### src/rtl/cpt_pkg.sv
// Shared constants, types and helper functions for the Clarke/Park transform block.
package cpt_pkg;

    localparam int ANGLE_BITS    = 12;
    localparam int DATA_BITS     = 16;
    localparam int SAMPLE_BITS   = 16;
    localparam int QUARTER_STEPS = 1 << (ANGLE_BITS - 2);
    localparam int ROM_DEPTH     = QUARTER_STEPS + 1;
    localparam int ROM_AW        = ANGLE_BITS - 1;
    localparam int MAG_BITS      = DATA_BITS - 1;
    localparam int INV_SQRT3_Q16 = 37837;
    localparam int SAMPLE_MAX    = 32767;
    localparam int SAMPLE_MIN    = -32768;
    localparam int LATENCY       = 5;

    localparam longint HALF_PI_Q30 = 64'sd1686629713;
    localparam longint ONE_Q30     = 64'sd1073741824;

    typedef logic signed [SAMPLE_BITS-1:0] sample_t;
    typedef logic signed [DATA_BITS-1:0]   trig_t;
    typedef logic [MAG_BITS-1:0]           mag_t;
    typedef logic [ANGLE_BITS-1:0]         angle_t;
    typedef logic [ROM_AW-1:0]             addr_t;
    typedef mag_t                          sine_tbl_t [ROM_DEPTH];

    typedef enum logic [0:0] {
        CFG_BETA_NEGATE   = 1'b0,
        CFG_ANGLE_REVERSE = 1'b1
    } cfg_index_t;

    // term * x^2 in Q30, each product truncated toward zero
    function automatic longint times_x_sq(input longint term, input longint x);
        longint t;
        t = (term * x) / ONE_Q30;
        return (t * x) / ONE_Q30;
    endfunction

    // Quarter-wave sine magnitudes: Q30 Taylor series, rounded to the table scale.
    function automatic sine_tbl_t build_sine_table();
        sine_tbl_t tbl;
        longint    x;
        longint    term;
        longint    sum;
        longint    v;
        longint    amp;
        int        k;
        amp = (longint'(1) << (DATA_BITS - 1)) - 1;
        for (k = 0; k < ROM_DEPTH; k++)
        begin
            x    = (HALF_PI_Q30 * longint'(k)) >>> (ANGLE_BITS - 2);
            term = x;
            sum  = x;
            // terms up to x^19, divisors (2n)(2n+1)
            term = -times_x_sq(term, x) / 64'sd6;
            sum  = sum + term;
            term = -times_x_sq(term, x) / 64'sd20;
            sum  = sum + term;
            term = -times_x_sq(term, x) / 64'sd42;
            sum  = sum + term;
            term = -times_x_sq(term, x) / 64'sd72;
            sum  = sum + term;
            term = -times_x_sq(term, x) / 64'sd110;
            sum  = sum + term;
            term = -times_x_sq(term, x) / 64'sd156;
            sum  = sum + term;
            term = -times_x_sq(term, x) / 64'sd210;
            sum  = sum + term;
            term = -times_x_sq(term, x) / 64'sd272;
            sum  = sum + term;
            term = -times_x_sq(term, x) / 64'sd342;
            sum  = sum + term;
            if (sum < 0)
            begin
                sum = 0;
            end
            v = (sum * amp + ONE_Q30 / 2) / ONE_Q30;
            if (v > amp)
            begin
                v = amp;
            end
            tbl[k] = MAG_BITS'(v);
        end
        return tbl;
    endfunction

    // Fold a full-turn angle onto the quarter-wave table address.
    function automatic addr_t quarter_addr(input angle_t a);
        addr_t idx;
        idx = {1'b0, a[ANGLE_BITS-3:0]};
        if (a[ANGLE_BITS-2])
        begin
            return ROM_AW'(QUARTER_STEPS) - idx;
        end
        return idx;
    endfunction

    function automatic sample_t sat_sample(input logic signed [63:0] v);
        if (v > 64'(SAMPLE_MAX))
        begin
            return sample_t'(SAMPLE_MAX);
        end
        if (v < 64'(SAMPLE_MIN))
        begin
            return sample_t'(SAMPLE_MIN);
        end
        return sample_t'(v);
    endfunction

endpackage

### src/rtl/cpt_rotate.sv
// Three-stage vector rotation: out0 = x*c + y*s, out1 = y*c - x*s, rounded and saturated.
module cpt_rotate (
    input  logic             clk,
    input  logic             rst_n,
    input  logic             in_vld,
    input  cpt_pkg::sample_t x,
    input  cpt_pkg::sample_t y,
    input  cpt_pkg::trig_t   c,
    input  cpt_pkg::trig_t   s,
    output logic             out_vld,
    output cpt_pkg::sample_t out0,
    output cpt_pkg::sample_t out1
);

    import cpt_pkg::*;

    localparam int PW = SAMPLE_BITS + DATA_BITS;
    localparam int SW = PW + 1;
    localparam logic signed [SW-1:0] HALF_LSB = SW'(1) << (DATA_BITS - 2);

    logic                 vld_a_reg, vld_b_reg, vld_c_reg;
    logic signed [PW-1:0] p_xc_reg, p_ys_reg, p_yc_reg, p_xs_reg;
    logic signed [PW-1:0] p_xc_next, p_ys_next, p_yc_next, p_xs_next;
    logic signed [SW-1:0] sum0_reg, sum1_reg, sum0_next, sum1_next;
    logic signed [SW-1:0] rnd0, rnd1;
    sample_t              out0_reg, out1_reg, out0_next, out1_next;

    assign p_xc_next = PW'(x) * PW'(c);
    assign p_ys_next = PW'(y) * PW'(s);
    assign p_yc_next = PW'(y) * PW'(c);
    assign p_xs_next = PW'(x) * PW'(s);

    assign sum0_next = SW'(p_xc_reg) + SW'(p_ys_reg);
    assign sum1_next = SW'(p_yc_reg) - SW'(p_xs_reg);

    // round half up, drop the table fraction bits
    assign rnd0      = (sum0_reg + HALF_LSB) >>> (DATA_BITS - 1);
    assign rnd1      = (sum1_reg + HALF_LSB) >>> (DATA_BITS - 1);
    assign out0_next = sat_sample(64'(rnd0));
    assign out1_next = sat_sample(64'(rnd1));

    always_ff @(posedge clk or negedge rst_n)
    begin
        if (!rst_n)
        begin
            vld_a_reg <= 1'b0;
            vld_b_reg <= 1'b0;
            vld_c_reg <= 1'b0;
        end
        else
        begin
            vld_a_reg <= in_vld;
            vld_b_reg <= vld_a_reg;
            vld_c_reg <= vld_b_reg;
        end
    end

    always_ff @(posedge clk)
    begin
        p_xc_reg <= p_xc_next;
        p_ys_reg <= p_ys_next;
        p_yc_reg <= p_yc_next;
        p_xs_reg <= p_xs_next;
        sum0_reg <= sum0_next;
        sum1_reg <= sum1_next;
        out0_reg <= out0_next;
        out1_reg <= out1_next;
    end

    assign out_vld = vld_c_reg;
    assign out0    = out0_reg;
    assign out1    = out1_reg;

endmodule

### config.mk
export PLATFORM = sky130hd
export DESIGN_NAME = cpt_rotate
export DESIGN_NICKNAME = d
export VERILOG_FILES = /design/src/rtl/cpt_pkg.sv /design/src/rtl/cpt_rotate.sv
export SDC_FILE = /design/constraint.sdc
export NUM_CORES = 2
export LEC_CHECK = 0
export BUFFER_PORTS_ARGS = -buffer_cell sky130_fd_sc_hd__buf_2
export CAP_MARGIN = 20
export CORE_ASPECT_RATIO = 1.25
export CORE_MARGIN = 1
export CORE_UTILIZATION = 61
export DETAILED_ROUTE_END_ITERATION = 8
export HOLD_SLACK_MARGIN = 0.03
export PLACE_DENSITY = 0.89
export SYNTH_ARGS = -nofsm -noshare
export SYNTH_HDL_FRONTEND = slang
export SYNTH_SLANG_ARGS = --single-unit
export TNS_END_PERCENT = 30
### constraint.sdc
create_clock -name clk -period 6 [get_ports clk]
set_clock_uncertainty 0.1 [all_clocks]
set_input_delay 1.2 -clock clk [delete_from_list [all_inputs] [get_ports clk]]
set_output_delay 1.2 -clock clk [all_outputs]
set_load 0.02 [all_outputs]
==> results.ini, run 1 <==
[logic_synthesis]
netlist_instances = 4979
synth_cell_types = 69
synth_area_per_cell_sq_um = 9.286
synth_top_area_share = 0.4538
yosysSeqAreaShare = 0.08735
synthFlopType = dfxtp_1
async_reset_ff_frac = 0.01493
synth_edf_count = 0
synth-seq-cells = 201
yosysWarnings = 0
syn_area_sq_mm = 0.04624
synthTopCellsByArea = fa_1 45%, ha_1 11%, inv_1 9.5%
yosys.area.top_type = fa_1
synth.net_count = 6486

[clock_tree]
cts_htree_levels = 1
clock-sinks = 201
clockBufferDepth = 3
cts-root-buf = clkbuf_16
cts_buffers = 24
cts_hold_repair.buffers = 0

[status]
stop_error = [ERROR GRT-0232] Routing congestion too high. Check the congestion heatmap in the GUI.
status = did not finish
lastStage = global routing

[floorplanning]
ios = 100
std_cell_rows = 112
die_y_um = 309.8
die_w_um = 248.3
start_util = 0.6179

[placed_design]
gp_congestion = 0.9889
port_buffers = 99
dpl.hpwl_um = 110200

[global_routing]
grtUsageTotal = 0.7761
grt_max_degree = 23
grt_overflow_total = 581

[timing]
grt_worst_setup_endpoint = p_xs_reg[31]$_DFF_P_/D
worstEpCategory = sequential cell input

kinds of logic after synthesis:
logic type / count (synthesis) / synth area share
AOI/OAI and AO/OA: 427 / 0.05902
xor gates and xnor gates: 202 / 0.03826
adders and majority gates: 1440 / 0.5598
buffers and inverters: 1375 / 0.1117
DFF: 201 / 0.08735
muxes: 1 / 0.0002435
and+or+nand+nor: 1333 / 0.1436
timing repair:
action                                 CTS
endpoints found under the hold margin    0
pin swaps                              202
setup endpoints to repair               75
cloned                                  12
setup buffers                           92
resized for setup                      424
per-layer routing:
layer | GRT usage | GRT overflow
met1 | 0.7398 | 28
met2 | 0.9124 | 322
met3 | 0.6946 | 34
met4 | 0.7582 | 193
met5 | 0.5083 | 4
stage by stage:
step / instances / hold WS [ns] / worst slack, ns / area (sq um) / utilization
CTS: 6606 / 0.2590 / -0.4669 / 56520 / 0.7552
global placement: 6463 / 0.2434 / -1.143 / 52970 / 0.7079
floorplan: 4979 / 0.2312 / -0.5374 / 47450 / -
detailed placement: 6463 / 0.2419 / -1.334 / 52970 / 0.7079
cells in the mapped netlist (4+ instances only):
cell	n
a21oi_1	121
nor2_1	126
or3_1	4
a211o_1	7
o31ai_1	11
fa_1	1048
and2_1	502
nand2_1	533
nand4_1	11
a21o_1	59
nand3_1	45
ha_1	392
inv_1	1175
nor3_1	20
a31oi_1	12
o21ai_1	42
xnor2_1	144
o21a_1	22
and4_1	5
o211ai_1	7
o21bai_1	14
nand2b_1	26
a211oi_1	17
and3_1	26
or2_2	7
nor2b_1	17
o21ai_0	69
xor2_1	58
clkbuf_1	195
dfxtp_1	198
==> run 2, diff against run 1 <==
- CORE_ASPECT_RATIO: 1.25 -> unset
- CORE_UTILIZATION: 61 -> 40
- HOLD_SLACK_MARGIN: 0.03 -> unset
- PLACE_DENSITY: 0.89 -> unset
- PLACE_DENSITY_LB_ADDON: unset -> 0.15
==> run 2 against run 1 <==
Effect of this change: the flow now finishes, with violations (DRC, setup timing); synthesized cell count did not move; synthesized area did not move.
==> results.ini, run 2 <==
[logic_synthesis]
synth_cell_types = 69  ; unchanged
synth.net_count = 6486  ; unchanged
syn_area_sq_mm = 0.04624  ; unchanged
yosysSeqAreaShare = 0.08735  ; unchanged
yosys.area.top_type = fa_1  ; unchanged
async_reset_ff_frac = 0.01493  ; unchanged
synthFlopType = dfxtp_1  ; unchanged
yosysWarnings = 0  ; unchanged
synth_common_cells = 1,175 x inv_1, 1,048 x fa_1, 533 x nand2_1  ; unchanged
synth_edf_count = 0  ; unchanged
synth-seq-cells = 201  ; unchanged
synth_top_area_share = 0.4538  ; unchanged
synth_area_per_cell_sq_um = 9.286  ; unchanged
synthTopCellsByArea = fa_1 45%, ha_1 11%, inv_1 9.5%  ; unchanged
synth_most_common_cell = inv_1  ; unchanged
netlist_instances = 4979  ; unchanged

[placed_design]
dp_cells = 7064  ; was 6,463
dpl.hpwl_um = 104100  ; was 110,200 um
gp_congestion = 0.8615  ; was 0.9889
port_buffers = 99  ; unchanged

[layout]
nets = 7181
final_core_util = 0.5117
final_common_cell = inv_1
layout-drive-gt1-share = 0.2352
synthToLayoutAreaGrowth_pct = 26.71
stdcell_count = 7209
mostFrequentLayoutCells = 1,123 x inv_1, 989 x fa_1, 622 x buf_4, 500 x nand2_1, 450 x and2_1

[worst_setup_path]
critPathMaxStageDelay_ns = 0.53
critPathMostFrequentCell = fa_1
worst-path-buf-inv = 7
cp_cell_sequence = buf_12, buf_12, buf_12, and2_4, fa_1, inv_1, fa_1, fa_1, inv_2, fa_1, fa_1, inv_1, fa_1, inv_2, ha_4, and4_4, nand2_4, o32ai_4, a2bb2oi_2, a211o_1, a21boi_2, o21ai_2, a21oi_2, xor2_1
critPathKind = in2reg
crit_fanout = 8
cp-end-kind = register
rr_worst_depth = 10
cp_data_arrival_time_ns = 6.86
crit_family = adder cells
crit_path_top_delay_cell = fa_1
crit_required_ns = 6.39
r2r-end = sum0_reg[31]$_DFF_P_
crit_path_start_kind = input pin
r2r_setup_slack_ns = 2.94
r2r-start = p_xc_reg[6]$_DFF_P_

[drt]
drc = 40
dr.pass1.iters = 7
dr.first_iter.drc_count = 1446
routedWlPerCell_um = 17.41
wl_um = 125500
drtAntennaViolNets = 0
vias = 34480
vias_per_cell = 4.783

[timing]
slew_headroom = 0.3418
post-route-period-util = 1.077
min_period_ns = 6.462
grt_setup_unrepaired = true
fin_worst_hold_slack_ns = 0.2543
tightestPinTransition_ns = 0.9827
slew_viol_final = 0
setup_viol = 50
fmax_mhz = 154.7
fin_setup_tns_ns = -10.65
timing.final.ws_setup_ns = -0.4622
hold_viol_final = 0

[global_routing]
grt_max_degree = 26
grt_pass1_wl_um = 205200
grt_overflow_total = 0
grtUsageTotal = 0.2242
grt_pass1_vias = 37530
grt_antenna_before_repair = 5

[floorplanning]
std_cell_rows = 124  ; was 112
die-area_sq_mm = 0.1170
ios = 100  ; unchanged
die_w_um = 342.0  ; was 248.3 um
start_util = 0.4038  ; was 0.6179
coreArea_sq_mm = 0.1145
die_y_um = 342.0  ; was 309.8 um

[worst_hold_path]
hold_end = out_vld$_DFF_PN0_
min_path_cells = 0
hold_path_class = reg2reg
hp-start = vld_b_reg$_DFF_PN0_

[status]
status = finished with violations  ; was did not finish
violations = DRC, setup timing

[clock_tree]
clock-sinks = 201  ; unchanged
clk_pin_slew_ns = 0.06
cts_buffers = 26  ; was 24
clkLatencyLatePin_ns = 0.57
cts-root-buf = clkbuf_16  ; unchanged
cts_hold_repair.buffers = 0  ; unchanged
clockBufferDepth = 3  ; unchanged
cts_htree_levels = 1  ; unchanged
cts_tree = done

[flow_run]
maxCapViolCount = 0

-- run 2: layout make-up --
cell class | count | area, sq um
Fill cell | 10680 | 55910
Multi-Input combinational cell | 3403 | 39180
Timing Repair Buffer | 866 | 8163
Inverter | 1176 | 4417
Sequential cell | 201 | 4039
Tap cell | 1512 | 1892
Clock buffer | 31 | 720.7
Clock inverter | 17 | 171.4
Antenna cell | 3 | 7.507
-- run 2: cell families after synthesis --
kind of cell,synth area share
fa+ha+maj,0.5598
buf+inv,0.1117
simple gates,0.1436
compound gates,0.05902
xor+xnor,0.03826
flops,0.08735
mux,0.0002435
-- run 2: per-stage QoR --
stage / setup WS (ns) / instance area (sq um)
2_1_floorplan: -0.5374 / 47450
3_3_place_gp: -1.349 / 54400
3_5_place_dp: -1.391 / 54400
4_1_cts: -0.4075 / 57570
5_1_grt: -0.6431 / 58580
6_report: -0.4622 / 58580
-- run 2: worst max-delay path by stage --
stage / depth (start not counted) / from / endpoint
global route: 24 / s[4] / p_ys_reg[30]$_DFF_P_
detailed placement: 23 / c[2] / p_xc_reg[31]$_DFF_P_
CTS: 24 / s[4] / p_ys_reg[30]$_DFF_P_
global placement: 22 / c[2] / p_xc_reg[31]$_DFF_P_
floorplan: 23 / c[4] / p_xc_reg[31]$_DFF_P_
finish: 24 / s[4] / p_ys_reg[30]$_DFF_P_
-- run 2: worst reg2reg max path: stages, from the launching register on --
cell	delay [ns]
dfxtp_1	0.31
ha_1	0.33
a41o_1	0.25
a21oi_1	0.23
nand2_1	0.08
a21o_1	0.22
a21oi_1	0.38
o31ai_1	0.25
o31ai_1	0.46
o211a_1	0.27
xnor2_1	0.12
-- run 2: repair_timing --
item                       in CTS  in global routing
pin swaps                     197                162
buffers inserted               62                 29
gates resized for setup       400                180
setup endpoints to repair      72                 69
hold endpoints to repair        0                  0
gates cloned                   11                  1
-- run 2: routing by layer --
| layer | track usage | routed length (um) | share of wire |
|---|---|---|---|
| met5 | 0 | 18 | 0.00014 |
| met1 | 0.3141 | 56670 | 0.45 |
| met2 | 0.3741 | 60250 | 0.48 |
| met4 | 0.04790 | 2902 | 0.023 |
| met3 | 0.02402 | 5698 | 0.045 |
Power of run 2 is not shown: default switching activity piles up to over one toggle a cycle in this logic, so the estimate is an artifact.
